<file path="config.mk">
export PLATFORM = sky130hd
export DESIGN_NAME = bmp_raster_stream_decoder
export DESIGN_NICKNAME = d
export VERILOG_FILES = /design/src/design/bmpd_pkg.sv /design/src/design/bmpd_front.sv /design/src/design/bmpd_queue.sv /design/src/design/bmpd_back.sv /design/src/design/bmp_raster_stream_decoder.sv
export SDC_FILE = /design/constraint.sdc
export NUM_CORES = 1
export LEC_CHECK = 0
export BUFFER_PORTS_ARGS = -buffer_cell sky130_fd_sc_hd__buf_4
export CORE_MARGIN = 1
export CORE_UTILIZATION = 55
export DETAILED_ROUTE_END_ITERATION = 7
export PLACE_DENSITY = 0.8
export SLEW_MARGIN = 40
export SYNTH_ARGS = -nofsm -noshare
export SYNTH_HDL_FRONTEND = slang
export SYNTH_SLANG_ARGS = --single-unit
</file>
<file path="constraint.sdc">
create_clock -name clock -period 21 [get_ports clock]
set_input_delay 3.15 -clock clock [delete_from_list [all_inputs] [get_ports clock]]
set_output_delay 3.15 -clock clock [all_outputs]
set_load 0.01 [all_outputs]
</file>
<file path="src/design/bmpd_pkg.sv">
// Shared types and constants of the BMP stream decoder.
package bmpd_pkg;

   localparam int unsigned MAX_WIDTH  = 4096;
   localparam int unsigned MAX_HEIGHT = 4096;

   localparam int unsigned QDEPTH = 4;
   localparam int unsigned QAW    = $clog2(QDEPTH);

   localparam logic [1:0] KIND_INFO  = 2'd0;
   localparam logic [1:0] KIND_PAL   = 2'd1;
   localparam logic [1:0] KIND_PIXEL = 2'd2;
   localparam logic [1:0] KIND_ERROR = 2'd3;

   localparam logic [2:0] ERR_NONE   = 3'd0;
   localparam logic [2:0] ERR_SIG    = 3'd1;
   localparam logic [2:0] ERR_SHORT  = 3'd2;
   localparam logic [2:0] ERR_COMP   = 3'd3;
   localparam logic [2:0] ERR_DEPTH  = 3'd4;
   localparam logic [2:0] ERR_OFFSET = 3'd5;
   localparam logic [2:0] ERR_SIZE   = 3'd6;

   localparam logic [7:0] SIG_B = 8'h42;
   localparam logic [7:0] SIG_M = 8'h4D;

   typedef struct packed {
      logic [1:0]  kind;
      logic [12:0] column;
      logic [12:0] row;
      logic [31:0] value;
      logic        eoi;
      logic [2:0]  err;
   } result_type;

   // One queue entry: a full result plus an optional second 4-bit pixel
   typedef struct packed {
      result_type r0;
      logic       has1;
      logic [3:0] nib1;
      logic       eoi1;
   } entry_type;

   typedef struct packed {
      logic empty;
      logic full;
   } qstat_type;

endpackage

</file>
<file path="src/design/bmpd_front.sv">
// Byte parser: header, palette and pixel classification into queue entries.
module bmpd_front (
   input  logic                 clock,
   input  logic                 reset,
   input  logic                 accept,
   input  logic [7:0]           file_byte,
   input  logic                 first_byte,
   output logic                 push,
   output bmpd_pkg::entry_type  push_entry
);

   localparam logic [2:0] PH_IDLE     = 3'd0;
   localparam logic [2:0] PH_HEADER   = 3'd1;
   localparam logic [2:0] PH_INFO     = 3'd2;
   localparam logic [2:0] PH_PALETTE  = 3'd3;
   localparam logic [2:0] PH_GAP      = 3'd4;
   localparam logic [2:0] PH_PIXELS   = 3'd5;
   localparam logic [2:0] PH_HALT     = 3'd6;

   logic [2:0]  phase_ff, phase_in;
   logic [31:0] pos_ff, pos_in;
   logic [31:0] fval_ff, fval_in;
   logic [31:0] dofs_ff, dofs_in;
   logic [32:0] hend_ff, hend_in;
   logic [33:0] pend_ff, pend_in;
   logic [31:0] width_ff, width_in;
   logic [31:0] height_ff, height_in;
   logic [15:0] bpp_ff, bpp_in;
   logic [31:0] comp_ff, comp_in;
   logic [8:0]  pleft_ff, pleft_in;
   logic [14:0] rbc_ff, rbc_in;
   logic [14:0] roff_ff, roff_in;
   logic [12:0] frow_ff, frow_in;
   logic [23:0] pb_ff, pb_in;
   logic [12:0] j_ff, j_in;
   logic [1:0]  k_ff, k_in;

   function automatic logic [8:0] pal_count(input logic [15:0] bpp);
      if (bpp == 16'd8) return 9'd256;
      if (bpp == 16'd4) return 9'd16;
      return 9'd0;
   endfunction

   function automatic logic [2:0] next_phase(input logic [31:0] p, input logic [32:0] he,
                                             input logic [33:0] pe, input logic [31:0] dof);
      if ({1'b0, p} < he) return PH_INFO;
      if ({2'b0, p} < pe) return PH_PALETTE;
      if (p < dof) return PH_GAP;
      return PH_PIXELS;
   endfunction

   logic [2:0]  ph_c;
   logic [31:0] pos_c;
   logic [31:0] pos_nx;
   logic [5:0]  pos6;
   logic [1:0]  sh;
   logic [31:0] fv_new;
   logic [8:0]  pc;
   logic [33:0] pal_end;
   logic [12:0] w13, h13;
   logic [12:0] prow;
   logic [12:0] j4, j4p;
   logic [14:0] rb_raw;
   logic [14:0] o_nx;
   logic [1:0]  kp, kmax;
   logic [23:0] pb_new;
   logic        last;
   logic [13:0] frow_p1;

   always_comb begin
      ph_c   = first_byte ? PH_HEADER : phase_ff;
      pos_c  = first_byte ? 32'd0 : pos_ff;
      pos_nx = pos_c + 32'd1;
      pos6   = pos_c[5:0];
      if (pos6 >= 6'd26 && pos6 <= 6'd29) sh = {1'b0, pos6[0]};
      else sh = pos6[1:0] - 2'd2;
      fv_new  = ((sh == 2'd0) ? 32'd0 : fval_ff) | (32'(file_byte) << {sh, 3'b000});
      pc      = pal_count(bpp_ff);
      pal_end = {1'b0, hend_ff} + (34'(pc) << 2);
      w13     = width_ff[12:0];
      h13     = height_ff[12:0];
      prow    = h13 - 13'd1 - frow_ff;
      frow_p1 = {1'b0, frow_ff} + 14'd1;
      j4      = {roff_ff[11:0], 1'b0};
      j4p     = j4 + 13'd1;
      kp      = pos_c[1:0] - hend_ff[1:0];
      kmax    = (bpp_ff == 16'd32) ? 2'd3 : 2'd2;
      o_nx    = roff_ff + 15'd1;
      last    = 1'b0;
      unique case (bpp_ff)
         16'd32:  rb_raw = {width_ff[12:0], 2'b00};
         16'd24:  rb_raw = 15'(width_ff[12:0]) + {1'b0, width_ff[12:0], 1'b0};
         16'd8:   rb_raw = 15'(width_ff[12:0]);
         default: rb_raw = 15'((14'(width_ff[12:0]) + 14'd1) >> 1);
      endcase
      pb_new = pb_ff;

      phase_in  = phase_ff;
      pos_in    = pos_ff;
      fval_in   = fval_ff;
      dofs_in   = dofs_ff;
      hend_in   = hend_ff;
      pend_in   = pend_ff;
      width_in  = width_ff;
      height_in = height_ff;
      bpp_in    = bpp_ff;
      comp_in   = comp_ff;
      pleft_in  = pleft_ff;
      rbc_in    = rbc_ff;
      roff_in   = roff_ff;
      frow_in   = frow_ff;
      pb_in     = pb_ff;
      j_in      = j_ff;
      k_in      = k_ff;
      push      = 1'b0;
      push_entry = '0;

      if (accept) begin
         unique case (ph_c)
            PH_HEADER: begin
               fval_in  = fv_new;
               pos_in   = pos_nx;
               phase_in = PH_HEADER;
               unique case (pos6)
                  6'd0: begin
                     if (file_byte != bmpd_pkg::SIG_B) push = 1'b1;
                  end
                  6'd1: begin
                     if (file_byte != bmpd_pkg::SIG_M) push = 1'b1;
                  end
                  6'd13: dofs_in = fv_new;
                  6'd17: begin
                     hend_in = 33'(fv_new) + 33'd14;
                     if (fv_new < 32'd24) begin
                        push = 1'b1;
                        push_entry.r0.err = bmpd_pkg::ERR_SHORT;
                     end
                  end
                  6'd21: width_in  = fv_new;
                  6'd25: height_in = fv_new;
                  6'd29: bpp_in    = fv_new[15:0];
                  6'd33: comp_in   = fv_new;
                  6'd37: begin
                     push = 1'b1;
                     if (comp_ff != 32'd0) push_entry.r0.err = bmpd_pkg::ERR_COMP;
                     else if (bpp_ff != 16'd32 && bpp_ff != 16'd24 && bpp_ff != 16'd8 &&
                              bpp_ff != 16'd4)
                        push_entry.r0.err = bmpd_pkg::ERR_DEPTH;
                     else if (width_ff > 32'(bmpd_pkg::MAX_WIDTH) ||
                              height_ff > 32'(bmpd_pkg::MAX_HEIGHT))
                        push_entry.r0.err = bmpd_pkg::ERR_SIZE;
                     else if (pal_end > {2'b0, dofs_ff})
                        push_entry.r0.err = bmpd_pkg::ERR_OFFSET;
                     else begin
                        push_entry.r0.kind   = bmpd_pkg::KIND_INFO;
                        push_entry.r0.column = w13;
                        push_entry.r0.row    = h13;
                        push_entry.r0.value  = (bpp_ff >= 16'd24) ? 32'd24 : 32'd8;
                        rbc_in   = (rb_raw + 15'd3) & ~15'd3;
                        pleft_in = pc;
                        pend_in  = pal_end;
                        pos_in   = 32'd38;
                        roff_in  = '0;
                        frow_in  = '0;
                        j_in     = '0;
                        k_in     = '0;
                        if (w13 == 13'd0 || h13 == 13'd0) phase_in = PH_HALT;
                        else phase_in = next_phase(32'd38, hend_ff, pal_end, dofs_ff);
                     end
                  end
                  default: ;
               endcase
               if (pos6 <= 6'd1 && push) push_entry.r0.err = bmpd_pkg::ERR_SIG;
               if (push && push_entry.r0.err != bmpd_pkg::ERR_NONE) begin
                  push_entry.r0.kind = bmpd_pkg::KIND_ERROR;
                  phase_in = PH_HALT;
               end
            end
            PH_INFO, PH_GAP: begin
               pos_in   = pos_nx;
               phase_in = next_phase(pos_nx, hend_ff, pend_ff, dofs_ff);
            end
            PH_PALETTE: begin
               case (kp)
                  2'd0: pb_in = {16'd0, file_byte};
                  2'd1: pb_in = pb_ff | {8'd0, file_byte, 8'd0};
                  2'd2: pb_in = pb_ff | {file_byte, 16'd0};
                  default: begin
                     push = 1'b1;
                     push_entry.r0.kind   = bmpd_pkg::KIND_PAL;
                     push_entry.r0.column = 13'(pc - pleft_ff);
                     push_entry.r0.value  = {file_byte, pb_ff};
                     if (pleft_ff != 9'd0) pleft_in = pleft_ff - 9'd1;
                  end
               endcase
               pos_in   = pos_nx;
               phase_in = next_phase(pos_nx, hend_ff, pend_ff, dofs_ff);
            end
            PH_PIXELS: begin
               push_entry.r0.kind = bmpd_pkg::KIND_PIXEL;
               push_entry.r0.row  = prow;
               if (bpp_ff == 16'd4) begin
                  push_entry.r0.column = j4;
                  push_entry.r0.value  = {28'd0, file_byte[7:4]};
                  push_entry.r0.eoi    = (j4p == w13) && (frow_p1 == {1'b0, h13});
                  push = (j4 < w13);
                  push_entry.has1 = (j4p < w13);
                  push_entry.nib1 = file_byte[3:0];
                  push_entry.eoi1 = ({1'b0, j4p} + 14'd1 == {1'b0, w13}) &&
                                    (frow_p1 == {1'b0, h13});
                  last = (push && push_entry.r0.eoi) ||
                         (push_entry.has1 && push_entry.eoi1);
               end else if (bpp_ff == 16'd8) begin
                  push_entry.r0.column = roff_ff[12:0];
                  push_entry.r0.value  = {24'd0, file_byte};
                  push_entry.r0.eoi    = (o_nx == 15'(w13)) && (frow_p1 == {1'b0, h13});
                  push = (roff_ff < 15'(w13));
                  last = push && push_entry.r0.eoi;
               end else begin
                  if (j_ff < w13 && k_ff != 2'd3) begin
                     case (k_ff)
                        2'd0:    pb_new = {16'd0, file_byte};
                        2'd1:    pb_new = pb_ff | {8'd0, file_byte, 8'd0};
                        default: pb_new = pb_ff | {file_byte, 16'd0};
                     endcase
                     pb_in = pb_new;
                     push  = (k_ff == 2'd2);
                  end
                  push_entry.r0.column = j_ff;
                  push_entry.r0.value  = {8'd0, pb_new};
                  push_entry.r0.eoi    = ({1'b0, j_ff} + 14'd1 == {1'b0, w13}) &&
                                         (frow_p1 == {1'b0, h13});
                  last = push && push_entry.r0.eoi;
                  if (k_ff == kmax) begin
                     k_in = 2'd0;
                     j_in = j_ff + 13'd1;
                  end else begin
                     k_in = k_ff + 2'd1;
                  end
               end
               if (o_nx >= rbc_ff) begin
                  roff_in = '0;
                  frow_in = frow_ff + 13'd1;
                  j_in    = '0;
                  k_in    = '0;
               end else begin
                  roff_in = o_nx;
               end
               pos_in = pos_nx;
               if (last) phase_in = PH_HALT;
            end
            default: phase_in = ph_c;
         endcase
      end
   end

   always_ff @(posedge clock) begin
      if (reset) begin
         phase_ff <= PH_IDLE;
         pos_ff   <= '0;
      end else begin
         phase_ff <= phase_in;
         pos_ff   <= pos_in;
      end
      fval_ff   <= fval_in;
      dofs_ff   <= dofs_in;
      hend_ff   <= hend_in;
      pend_ff   <= pend_in;
      width_ff  <= width_in;
      height_ff <= height_in;
      bpp_ff    <= bpp_in;
      comp_ff   <= comp_in;
      pleft_ff  <= pleft_in;
      rbc_ff    <= rbc_in;
      roff_ff   <= roff_in;
      frow_ff   <= frow_in;
      pb_ff     <= pb_in;
      j_ff      <= j_in;
      k_ff      <= k_in;
   end

endmodule

</file>
<file path="src/design/bmpd_queue.sv">
// Short entry queue between the parser and the output stage.
module bmpd_queue (
   input  logic                 clock,
   input  logic                 reset,
   input  logic                 push,
   input  bmpd_pkg::entry_type  push_entry,
   input  logic                 pop,
   output bmpd_pkg::entry_type  head,
   output bmpd_pkg::qstat_type  stat
);

   bmpd_pkg::entry_type mem_ff [bmpd_pkg::QDEPTH];
   logic [bmpd_pkg::QAW-1:0] wr_ff, wr_in, rd_ff, rd_in;
   logic [bmpd_pkg::QAW:0]   cnt_ff, cnt_in;
   logic                     do_pop;

   always_comb begin
      do_pop = pop && (cnt_ff != '0);
      wr_in  = push ? wr_ff + 1'b1 : wr_ff;
      rd_in  = do_pop ? rd_ff + 1'b1 : rd_ff;
      cnt_in = cnt_ff + (push ? 1'b1 : 1'b0) - (do_pop ? 1'b1 : 1'b0);
      head   = mem_ff[rd_ff];
      stat.empty = (cnt_ff == '0);
      stat.full  = (cnt_ff == (bmpd_pkg::QAW+1)'(bmpd_pkg::QDEPTH));
   end

   always_ff @(posedge clock) begin
      if (reset) begin
         wr_ff  <= '0;
         rd_ff  <= '0;
         cnt_ff <= '0;
      end else begin
         wr_ff  <= wr_in;
         rd_ff  <= rd_in;
         cnt_ff <= cnt_in;
      end
      if (push) mem_ff[wr_ff] <= push_entry;
   end

endmodule

</file>
<file path="src/design/bmpd_back.sv">
// Output stage: unpack queue entries into one result per transaction.
module bmpd_back (
   input  logic                 clock,
   input  logic                 reset,
   input  bmpd_pkg::entry_type  head,
   input  bmpd_pkg::qstat_type  stat,
   output logic                 pop,
   input  logic                 out_ready,
   output logic                 out_valid,
   output bmpd_pkg::result_type out_res
);

   logic                 valid_ff, valid_in;
   logic                 half_ff, half_in;
   bmpd_pkg::result_type res_ff, res_in;
   bmpd_pkg::result_type second;
   logic                 load;

   always_comb begin
      second        = head.r0;
      second.column = head.r0.column + 13'd1;
      second.value  = {28'd0, head.nib1};
      second.eoi    = head.eoi1;
      load     = !stat.empty && (!valid_ff || out_ready);
      valid_in = valid_ff;
      half_in  = half_ff;
      res_in   = res_ff;
      pop      = 1'b0;
      if (load) begin
         valid_in = 1'b1;
         if (!half_ff) begin
            res_in = head.r0;
            if (head.has1) half_in = 1'b1;
            else pop = 1'b1;
         end else begin
            res_in  = second;
            half_in = 1'b0;
            pop     = 1'b1;
         end
      end else if (out_ready) begin
         valid_in = 1'b0;
      end
   end

   always_ff @(posedge clock) begin
      if (reset) begin
         valid_ff <= 1'b0;
         half_ff  <= 1'b0;
      end else begin
         valid_ff <= valid_in;
         half_ff  <= half_in;
      end
      res_ff <= res_in;
   end

   assign out_valid = valid_ff;
   assign out_res   = res_ff;

endmodule

</file>
<file path="src/design/bmp_raster_stream_decoder.sv">
// A result passes two registers: the queue entry, written at the edge that accepts its
// byte, then the output register, loaded from the queue head when empty or drained.
// Throughput: one file byte per cycle while the four-entry queue has room; a 4-bit byte
// giving two pixels yields two results, so a long 4-bit run fills the queue and is then
// held to the output rate, at most one result per cycle, set by the output register.
// Reset (synchronous, active high) idles the parser and empties queue and output.
module bmp_raster_stream_decoder (
   input  logic        clock,
   input  logic        reset,
   input  logic        req_valid,
   output logic        req_ready,
   input  logic [7:0]  req_file_byte,
   input  logic        req_first_byte,
   output logic        rsp_valid,
   input  logic        rsp_ready,
   output logic [1:0]  rsp_kind,
   output logic [12:0] rsp_column,
   output logic [12:0] rsp_row,
   output logic [31:0] rsp_value,
   output logic        rsp_end_of_image,
   output logic [2:0]  rsp_error_code
);

   logic                 accept;
   logic                 push, pop;
   bmpd_pkg::entry_type  push_entry, head;
   bmpd_pkg::qstat_type  stat;
   bmpd_pkg::result_type res;

   // Take a byte whenever the queue has room; a transaction yields at most one entry
   assign req_ready = !stat.full;
   assign accept    = req_valid && req_ready;

   // Front: parse header, palette and pixel bytes
   bmpd_front u_front (
      .clock      (clock),
      .reset      (reset),
      .accept     (accept),
      .file_byte  (req_file_byte),
      .first_byte (req_first_byte),
      .push       (push),
      .push_entry (push_entry)
   );

   // Decouple parser from the result channel
   bmpd_queue u_queue (
      .clock      (clock),
      .reset      (reset),
      .push       (push),
      .push_entry (push_entry),
      .pop        (pop),
      .head       (head),
      .stat       (stat)
   );

   // Back: hand out results, splitting paired 4-bit pixels
   bmpd_back u_back (
      .clock     (clock),
      .reset     (reset),
      .head      (head),
      .stat      (stat),
      .pop       (pop),
      .out_ready (rsp_ready),
      .out_valid (rsp_valid),
      .out_res   (res)
   );

   assign rsp_kind         = res.kind;
   assign rsp_column       = res.column;
   assign rsp_row          = res.row;
   assign rsp_value        = res.value;
   assign rsp_end_of_image = res.eoi;
   assign rsp_error_code   = res.err;

endmodule

</file>
==> out/metrics.yaml <==
setup_ws_ns: 12.32
cts.sinks: 722
r2r-start: "u_front.bpp_ff[11]$_DFFE_PP_"
netlist_area_um2: 38700
drtPass1Iterations: 8
clock-root-buffer: "clkbuf_16"
period_minus_slack_ns: 8.68
vias: 27500
critPathKind: "input pin to register"
grt_pass1_vias: 26200
path_cells: "buf_4 -> nand2b_1 -> inv_2 -> ha_1 -> nand4b_1 -> nor3_1 -> nand4_1 -> nor2_1 -> nand3_1 -> xor2_1 -> nor2_1 -> ha_1 -> a211o_1 -> o211ai_1 -> a21oi_1 -> a2111oi_0 -> a21oi_1 -> or2_2 -> a21oi_1 -> a211oi_1 -> o32ai_1"
setup-tns-final_ns: 0
numPortBuffers: 78
max_stage_delay_ns: 0.72
grt_use_total: 0.286
die_h_um: 267
routed_via_density: 6.39
max_slew_margin: 0.354
power_density_nw_per_um2: 89.5
vdd_ir_drop_max_uv: 139
power_frac_seq: 0.467
p_switching_mw: 1.02
dpl.hpwl_um: 73300
reg2reg_setup_slack_ns: 13.13
whs_path_depth: 2
clock_latency_ns: 0.65
ys_types: 94
start_util: 0.560
diodes: 0
rsz0062_at_grt: "false"
globalRouteOverflowTotal: 0
synth_nets: 3519
die_x_um: 267
dpl_worst_slack_ns: 11.80
routabilityCongestion: 0.977
syn_to_final_growth_pct: 11.3
hold_path.startpoint: "u_back.out_valid$_SDFFE_PP0P_"
tightestPinTransition_ns: 0.961
clk_pin_slew_ns: 0.06
leakage_nw: 15.3
final-setup-viol-count: 0
finClkSkew_ns: 0.0399
report.final.hold_viol_count: 0
grt_max_degree: 61
crit_top_cell: "a21oi_1"
ant_nets: 0
swShare: 0.264
endpoint_kind: "register"
cts_resized: 0
dieArea_um2: 71500
antenna_found_initial: 1
wl_per_cell_um: 23.7
synth_edf_count: 676
cp_max_fo: 21
async_reset_ff_frac: 0
nFillCells: 5180
finalPower_mw: 3.86
power.share.clock: 0.366
crit_family: "simple AND/OR/NAND/NOR gates"
cts_tree: "yes"
arrival_ns: 9.24
core_area_um2: 69200
synthCells: 3259
maxSlewViolCount: 0
num_io_pins: 79
num_rows: 96
synth_ff_type: "edfxtp_1"
cts_setup_buffers: 0
synth_top_area_share: 0.524
ctsHoldBuffers: 0
drtIter0Drc: 3130
cp_slowest_cell: "nor3_1"
layout_commonest_cell: "edfxtp_1"
layout-drive-gt1-share: 0.106
r2r_cells: 23
crit_path_start_kind: "input pin"
wl_um: 102000
syn_avg_cell_area_um2: 11.9
ys_seq_elements: 722
numCtsBuffers: 74
yosys_warnings: 0
max_freq_mhz: 115
hold_path_end: "u_back.out_valid$_SDFFE_PP0P_"
r2r_end: "u_front.pleft_ff[5]$_SDFFCE_PN0P_"
finalNetCount: 3572
synth_top_cell_by_area: "edfxtp_1"
fin_crit_sh: 0.413
clockBufferDepth: 3
h-tree-depth: 3
synth_area_leaders: "edfxtp_1 (52%), ha_1 (7.9%), mux4_2 (4.1%)"
cap_violations: 0
drc: 0
instances_no_fill: 4304
mostFrequentLayoutCells: "edfxtp_1 (676), nor2_1 (283), ha_1 (244)"
internal_power_mw: 2.84
p_comb_frac: 0.167
grt_pass1_wl_um: 155000
hold_path_class: "register to register"
seq_area_frac_synth: 0.548
placedCellCount: 4167
cp.required_ns: 21.56
cp_num_buf_inv: 2
status: "finished, final reports clean"
==> power groups by stage <==
| stage | registers, mW | clock network (mW) | logic [mW] |
|---|---|---|---|
| after global routing | 1.82 | 1.47 | 0.693 |
| after global placement | 1.83 | 0 | 0.594 |
| after CTS | 1.80 | 1.42 | 0.645 |
| after detailed placement | 1.83 | 0 | 0.638 |
| after floorplan | 1.82 | 0 | 0.377 |
| final | 1.80 | 1.41 | 0.643 |
==> how the worst max path moves through the flow <==
stage          cells past startpoint           start                                to  slack, ns
2_1_floorplan                      9  req_first_byte    u_front.height_ff[0]$_DFFE_PP_      12.79
3_3_place_gp                      21  req_first_byte  u_front.phase_ff[1]$_SDFFE_PP0P_      11.88
3_5_place_dp                      21  req_first_byte  u_front.phase_ff[1]$_SDFFE_PP0P_      11.80
4_1_cts                           21  req_first_byte  u_front.phase_ff[1]$_SDFFE_PP0P_      12.43
5_1_grt                           21  req_first_byte  u_front.phase_ff[1]$_SDFFE_PP0P_      11.98
6_report                          21  req_first_byte  u_front.phase_ff[1]$_SDFFE_PP0P_      12.32
==> worst min-delay path, delay by kind of cell (launching register included) <==
kind               cells  cell delay (ns)
AOI/OAI and AO/OA      1             0.06
DFF                    1             0.31
and+or+nand+nor        1             0.09
==> cell families (layout without fill, tap and decap cells) <==
logic type / count (synthesis) / count (layout) / share of synthesized area
AOI/OAI and AO/OA: 607 / 607 / 0.105
xor gates and xnor gates: 217 / 217 / 0.0526
adders and majority gates: 249 / 249 / 0.0809
buffers and inverters: 336 / 450 / 0.0329
DFF: 722 / 722 / 0.548
muxes: 90 / 90 / 0.0460
and+or+nand+nor: 1038 / 1038 / 0.135
==> sequential cells by signal, indices dropped and copies added, names as in the netlist, 9 cells and up, named ones only <==
register / count
u_back.out_res: 64
u_front.j_ff: 13
u_front.hend_ff: 33
u_front.dofs_ff: 32
u_front.roff_ff: 15
u_front.frow_ff: 13
u_front.bpp_ff: 16
u_front.comp_ff: 32
u_front.pend_ff: 34
u_front.width_ff: 32
u_front.pleft_ff: 9
u_front.height_ff: 32
u_front.pos_ff: 32
u_queue.mem_ff: 280
u_front.pb_ff: 24
u_front.fval_ff: 32
u_front.rbc_ff: 13
==> area by class of cell <==
class,count,area (µm²),area share
Sequential cell,722,21200,0.492
Timing Repair Buffer,112,941,0.0218
Inverter,201,756,0.0175
Clock inverter,44,642,0.0149
Tap cell,931,1160,0.0270
Clock buffer,93,1980,0.0458
Multi-Input combinational cell,2201,16400,0.381
==> stage by stage <==
step                hold slack (ns)   util  cell area [µm²]
CTS                           0.513  0.623            43100
global placement              0.502  0.582            40300
detailed placement            0.502  0.585            40500
global route                  0.546  0.623            43100
finish                        0.513  0.623            43100
floorplan                     0.476      -            38700
==> synthesized netlist by cell type, types with 76 or more instances <==
cell type / number
xnor2_1: 131
xor2_1: 76
inv_1: 196
a21oi_1: 171
nand2_1: 211
clkbuf_1: 116
ha_1: 244
o21ai_0: 93
nor2_1: 295
nand3_1: 80
nor3_1: 86
edfxtp_1: 676
==> layer usage <==
layer | GRT usage | vias to the layer above | share of wire
met5 | 0 | - | 0.00011
li1 | - | 12500 | -
met1 | 0.396 | 13300 | 0.41
met3 | 0.0502 | 233 | 0.093
met2 | 0.458 | 1455 | 0.46
met4 | 0.0953 | 2 | 0.032
No activity file was read; power rests on OpenSTA's default activity.
